File: src/sv/assert_macros.svh
// Assertion macros for the descriptor ring queue.
// Included by files that carry concurrent checks; no other dependencies.
`ifndef ASSERT_MACROS_SVH
`define ASSERT_MACROS_SVH

`ifndef NO_ASSERTIONS
// Property must hold on every clock edge outside reset.
`define DRQ_ASSERT(name, clk, rst_n, prop, msg) \
  name: assert property (@(posedge clk) disable iff (!rst_n) (prop)) else $error(msg);
// Property must never hold outside reset.
`define DRQ_ASSERT_NEVER(name, clk, rst_n, prop, msg) \
  name: assert property (@(posedge clk) disable iff (!rst_n) !(prop)) else $error(msg);
`else
`define DRQ_ASSERT(name, clk, rst_n, prop, msg)
`define DRQ_ASSERT_NEVER(name, clk, rst_n, prop, msg)
`endif

`endif

File: src/sv/drq_pkg.sv
// Shared types, constants and helpers for the descriptor ring queue.
// No dependencies; used by the controller, datapath and top level.
`default_nettype none

package drq_pkg;

  // Ring storage
  localparam int DEPTH  = 32;
  localparam int IDX_W  = $clog2(DEPTH);
  localparam int LG_W   = 4;
  localparam int CFG_W  = 3;
  localparam int SLOT_W = 5;
  localparam int CNT_W  = 6;
  localparam int PTR_W  = 32;

  localparam logic [CFG_W-1:0] CFG_RESET = 3'd5;
  localparam logic [CNT_W-1:0] CNT_MAX   = {CNT_W{1'b1}};

  typedef enum logic [1:0] {
    OP_PUT    = 2'd0,
    OP_GET    = 2'd1,
    OP_GLANCE = 2'd2,
    OP_FIND   = 2'd3
  } opcode_e;

  typedef enum logic [1:0] {
    ST_IDLE,
    ST_EXEC,
    ST_WAIT,
    ST_SCAN
  } state_e;

  // Memory read address source
  typedef enum logic [1:0] {
    RD_NONE,
    RD_HEAD,
    RD_FIRST,
    RD_NEXT
  } rd_sel_e;

  // Result register load source
  typedef enum logic [1:0] {
    RES_NONE,
    RES_PUT,
    RES_MEM,
    RES_FAIL
  } res_sel_e;

  typedef struct packed {
    logic [63:0] mirror_addr;
    logic [63:0] label;
    logic [31:0] command;
    logic [31:0] vf_number;
    logic [63:0] bus_addr;
    logic [31:0] seq;
  } desc_t;

  typedef struct packed {
    logic     latch;
    logic     write;
    rd_sel_e  rd_sel;
    res_sel_e res_sel;
    logic     bump_wr;
    logic     bump_rd;
  } ctrl_cmd_t;

  typedef struct packed {
    opcode_e op;
    logic    full;
    logic    empty;
    logic    match;
    logic    scan_last;
  } ctrl_status_t;

  // Capacity log2 clamped to 1..log2(DEPTH)
  function automatic logic [LG_W-1:0] clamp_lg(input logic [CFG_W-1:0] cfg);
    logic [LG_W-1:0] ext;
    ext = {{(LG_W-CFG_W){1'b0}}, cfg};
    if (ext == '0) begin
      return LG_W'(1);
    end else if (ext > LG_W'(IDX_W)) begin
      return LG_W'(IDX_W);
    end
    return ext;
  endfunction

  // Ring slot mapped onto the result field width
  function automatic logic [SLOT_W-1:0] slot_field(input logic [IDX_W-1:0] idx);
    logic [SLOT_W+IDX_W-1:0] ext;
    ext = {{SLOT_W{1'b0}}, idx};
    return ext[SLOT_W-1:0];
  endfunction

  // Occupancy, saturated to the field width
  function automatic logic [CNT_W-1:0] count_field(input logic [PTR_W-1:0] diff);
    if (diff > PTR_W'(CNT_MAX)) begin
      return CNT_MAX;
    end
    return diff[CNT_W-1:0];
  endfunction

endpackage

`default_nettype wire

File: src/sv/drq_ctrl.sv
// Controller state machine for the descriptor ring queue.
// Depends on drq_pkg; drives datapath commands from datapath status.
`default_nettype none

module drq_ctrl (
  input  logic                  clk_i,
  input  logic                  rst_ni,
  input  logic                  start_i,
  input  drq_pkg::ctrl_status_t status_i,
  output drq_pkg::ctrl_cmd_t    cmd_o,
  output logic                  busy_o
);
  import drq_pkg::*;

  state_e state_q, state_d;

  // State register
  always_ff @(posedge clk_i or negedge rst_ni) begin
    if (!rst_ni) begin
      state_q <= ST_IDLE;
    end else begin
      state_q <= state_d;
    end
  end

  // Next state
  always_comb begin
    state_d = state_q;
    unique case (state_q)
      ST_IDLE: begin
        if (start_i) state_d = ST_EXEC;
      end
      ST_EXEC: begin
        unique case (status_i.op)
          OP_PUT:           state_d = ST_IDLE;
          OP_GET, OP_GLANCE: state_d = status_i.empty ? ST_IDLE : ST_WAIT;
          OP_FIND:          state_d = ST_SCAN;
          default:          state_d = ST_IDLE;
        endcase
      end
      ST_WAIT: begin
        state_d = ST_IDLE;
      end
      ST_SCAN: begin
        if (status_i.match || status_i.scan_last) state_d = ST_IDLE;
      end
      default: state_d = ST_IDLE;
    endcase
  end

  // Command outputs
  always_comb begin
    cmd_o         = '0;
    cmd_o.rd_sel  = RD_NONE;
    cmd_o.res_sel = RES_NONE;
    busy_o        = (state_q != ST_IDLE);
    unique case (state_q)
      ST_IDLE: begin
        cmd_o.latch = start_i;
      end
      ST_EXEC: begin
        unique case (status_i.op)
          OP_PUT: begin
            if (status_i.full) begin
              cmd_o.res_sel = RES_FAIL;
            end else begin
              cmd_o.write   = 1'b1;
              cmd_o.bump_wr = 1'b1;
              cmd_o.res_sel = RES_PUT;
            end
          end
          OP_GET, OP_GLANCE: begin
            if (status_i.empty) begin
              cmd_o.res_sel = RES_FAIL;
            end else begin
              cmd_o.rd_sel = RD_HEAD;
            end
          end
          OP_FIND: begin
            cmd_o.rd_sel = RD_FIRST;
          end
          default: cmd_o.res_sel = RES_FAIL;
        endcase
      end
      ST_WAIT: begin
        cmd_o.res_sel = RES_MEM;
        cmd_o.bump_rd = (status_i.op == OP_GET);
      end
      ST_SCAN: begin
        // Compare the slot fetched last cycle; finish on a match or at the last slot, else fetch the next one
        if (status_i.match) begin
          cmd_o.res_sel = RES_MEM;
        end else if (status_i.scan_last) begin
          cmd_o.res_sel = RES_FAIL;
        end else begin
          cmd_o.rd_sel = RD_NEXT;
        end
      end
      default: cmd_o = '0;
    endcase
  end

endmodule

`default_nettype wire

File: config.mk
export PLATFORM = sky130hd
export DESIGN_NAME = drq_ctrl
export DESIGN_NICKNAME = d
export VERILOG_FILES = /design/src/sv/assert_macros.svh /design/src/sv/drq_pkg.sv /design/src/sv/drq_ctrl.sv
export SDC_FILE = /design/constraint.sdc
export NUM_CORES = 1
export LEC_CHECK = 0
export CAP_MARGIN = 30
export CORE_AREA = 2 2 39 41
export DETAILED_ROUTE_END_ITERATION = 8
export DIE_AREA = 0 0 41 43
export DONT_BUFFER_PORTS = 1
export GPL_ROUTABILITY_DRIVEN = 0
export HOLD_SLACK_MARGIN = 0.15
export PLACE_DENSITY = 0.41
export SYNTH_ARGS = -nofsm -noshare
export SYNTH_HDL_FRONTEND = slang
export SYNTH_SLANG_ARGS = --single-unit
File: constraint.sdc
create_clock -name clk_i -period 3.1 [get_ports clk_i]
set_input_delay 0.62 -clock clk_i [delete_from_list [all_inputs] [get_ports clk_i]]
set_output_delay 0.62 -clock clk_i [all_outputs]
set_load 0.03 [all_outputs]
# Word level (Yosys, flattened, before mapping)
# Cells that the tools add are included.
# word_totals
regBits	2
latchBits	0
ram_bits	0
mem_bits_ro	0
elab_cells	36
mem_count	0
# classes
n_addsub	0
multipliers	0
div	0
n_lt_le_gt_ge	0
n_eq_ne	8
n_shift	0
muxes	21
bitwise_logic	0
reduce_logical	6
# ops
cell	n
$mux 2	9
$pmux 2 s2	3
$pmux 2 s3	2
$eq 2x2->1 const B	4
$pmux 2 s4	1
$mux 1	6
$eq 2x1->1 const B	2
$logic_not 2->1	2
$ne 2x2->1 const B	2
$reduce_and 2->1	1
$reduce_bool 2->1	1
$reduce_or 2->1	1
$logic_or 1x1->1	1

# Logic depth before layout (Yosys ltp)
# logic_depth
ltp_word	4
ltp_mapped	5

# Least setup slack after synthesis
# No wires, ideal clock.
# synth_timing
kind	input port to output port
from	in status_i[5] (netlist bit)
to	out cmd_o[6] (netlist bit)
t_arrival_ps	1791
slack_ps	689
path_stages	4
path_cell_list	inv_1 ha_1 nor4b_2 buf_4
# synth_rtl
item	line_no	rtl
from (decl)	drq_ctrl.sv:9	input drq_pkg::ctrl_status_t status_i,
to (decl)	drq_ctrl.sv:10	output drq_pkg::ctrl_cmd_t cmd_o,

==> out/results.ini <==
[run_status]
status = complete, no violations

[grt]
grt_pass1_vias = 273
grt_util_all_layers_pct = 9.739
grt_pass1_wl_mm = 1.117
grt_antenna_before_repair = 0
gr-total-overflow = 0
grt_max_degree = 10

[yosys]
synth_common_cells = ha_1 (4), inv_1 (4), a21oi_1 (3), nand2_1 (3), nor2_1 (3)
synth_area_um2 = 295.3
synth_edf_count = 0
yosysUniqueCellTypes = 20
ys_async_sr_fraction_pct = 100.0
synth_flop_cell = dfrtp_1
yosysTopAreaCell = dfrtp_1
ys_warn_count = 0
synthCells = 35
synthTopCellsByArea = dfrtp_1 (17%), ha_1 (17%), nor3b_4 (6.4%), o41ai_2 (5.5%), a21oi_1 (5.1%)
synth_top_area_share_pct = 16.95
syn_area_per_cell_um2 = 8.437
syn_nets = 48
synth_seq_area_share_pct = 16.95
synth-seq-cells = 2

[sta]
setup_viol = 0
relSlewSlack_pct = 62.40
finalSetupTns_ns = 0
period_needed_ns = 2.174
final_max_slew_viol_count = 0
fin_crit_sh_pct = 70.13
skew_ns = 0.002189
fmax_ghz = 0.4600
hold_violations = 0
worst_slew_pin_slew_ns = 0.5620
grt_setup_unrepaired = false

[clocking]
cts_buffers = 3
cts-resized-gates = 0
clockBufferDepth = 2
hold_buffers = 1
insertion_delay_ns = 0.23
post_cts_buffers = 0
root_buffer = clkbuf_4
clkSlewWorstSetupHoldPaths_ns = 0.03
cts_tree = built
cts-htree-levels = 1
clock-sinks = 2

[finish]
stdcell_count = 55
regMostFlops = state_q
n_antenna_cell = 0
largest_reg_flops = 2
layout-drive-gt1-share_pct = 28.21
final_nets = 54
top_regs = state_q: 2 flops
final_area_um2 = 344.1
area_delta_synth_final_pct = 16.53

[drt]
dr.pass1.iters = 4
via_count = 270
vias_per_cell = 4.909
routed_wl_um = 705
remaining_drc_errors = 0
drt-initial-drc-count = 3
avgRoutedWirePerCell_um = 12.82
ant_nets = 0

[setup_path]
cp-start-kind = primary input
end_kind = primary output
worst-setup-path-type = primary input to primary output
cp.required_ns = 2.48
rrSetupSlack_ns = 2.00
arrival_ns = 1.55
crit_fanout = 4

[placement]
dpl_cell_area_um2 = 311.5
dp_cells = 51
io_buffer_count = 0
dpl.hpwl_um = 551.3

[floorplanning]
io_pins = 18
die_width_um = 41
core_area_um2 = 1384
row_count = 14
die_height_um = 43
initial_core_util_pct = 21.34
die_area_um2 = 1763

[run]
maxCapViolations = 0

[power]
ir_drop_mv = 0.09821
power_per_cell_area_nw_per_um2 = 469.6
total_leakage_power_nw = 0.1644

[worst_hold_path]
hold_class = primary input to register

## kinds of logic (layout without fill, tap and decap cells)
family | count (synthesis) | in the layout | share of synthesized area, %
and+or+nand+nor | 12 | 12 | 28.81
AOI/OAI and AO/OA | 9 | 9 | 21.19
buffers and inverters | 7 | 11 | 12.71
adders and majority gates | 4 | 4 | 16.95
DFF | 2 | 2 | 16.95
muxes | 1 | 1 | 3.390
## metrics by stage
stage / setup slack [ns] / hold slack, ns / total power [mW] / utilization [%]
after CTS: 0.9342 / 0.5988 / 0.1646 / 24.86
after detailed placement: 0.9338 / 0.3245 / 0.1005 / 22.51
final: 0.9261 / 0.5986 / 0.1616 / 24.86
after global placement: 0.9484 / 0.3245 / 0.1003 / 22.51
after global routing: 0.8634 / 0.6261 / 0.1714 / 24.86
after floorplan: 0.6888 / 0.3244 / 0.09446 / -
## path summary, 6_finish.rpt
path | from | to | cells after the start
worst max-delay path | status_i[5] | cmd_o[3] | 5
worst min-delay path | start_i | state_q[0] | 2
worst max register to register | state_q[1] | state_q[1] | 3
worst min register to register | state_q[0] | state_q[1] | 2
max in group asynchronous | rst_ni | state_q[1] | 1
min in group asynchronous | rst_ni | state_q[0] | 1
## routing by layer
metal	part of all wire, %	global-route usage, %	wire length (um)	vias up
li1	-	-	-	131
met1	45	12.54	314	122
met2	42	11.56	296	15
met3	11	3.141	76	2
met4	2.7	10.00	19	0
met5	0	0	0	-
## layout by cell type, fill, tap and decap left out, types with 2 or more instances in the layout
cell type,netlist,routed
buf_4,1,2
a21oi_1,3,3
nand2_1,3,3
ha_1,4,4
nor2_1,3,3
clkbuf_4,0,3
and3_2,2,2
dfrtp_1,2,2
inv_1,4,4
o21ai_0,2,2
## critical path, stage by stage
cell     delay [ns]
inv_1          0.03
ha_1           0.33
a22oi_1        0.10
nor3_1         0.16
o21a_1         0.31
## layout make-up
| class | count | area [um^2] |
|---|---|---|
| well taps | 16 | 20.02 |
| flip-flops and latches | 2 | 50.05 |
| fillers | 159 | 1040 |
| multi-input cells | 26 | 207.7 |
| repair buffers | 3 | 25.02 |
| inverters | 5 | 18.77 |
| clock buffers | 3 | 22.52 |
## power breakdown
part / switching, mW / internal (mW)
Combinational: 0.0443 / 0.0197
Clock: 0.0171 / 0.0429
Sequential: 0.00758 / 0.0299
Note: power is estimated with default switching activity, not from simulation.
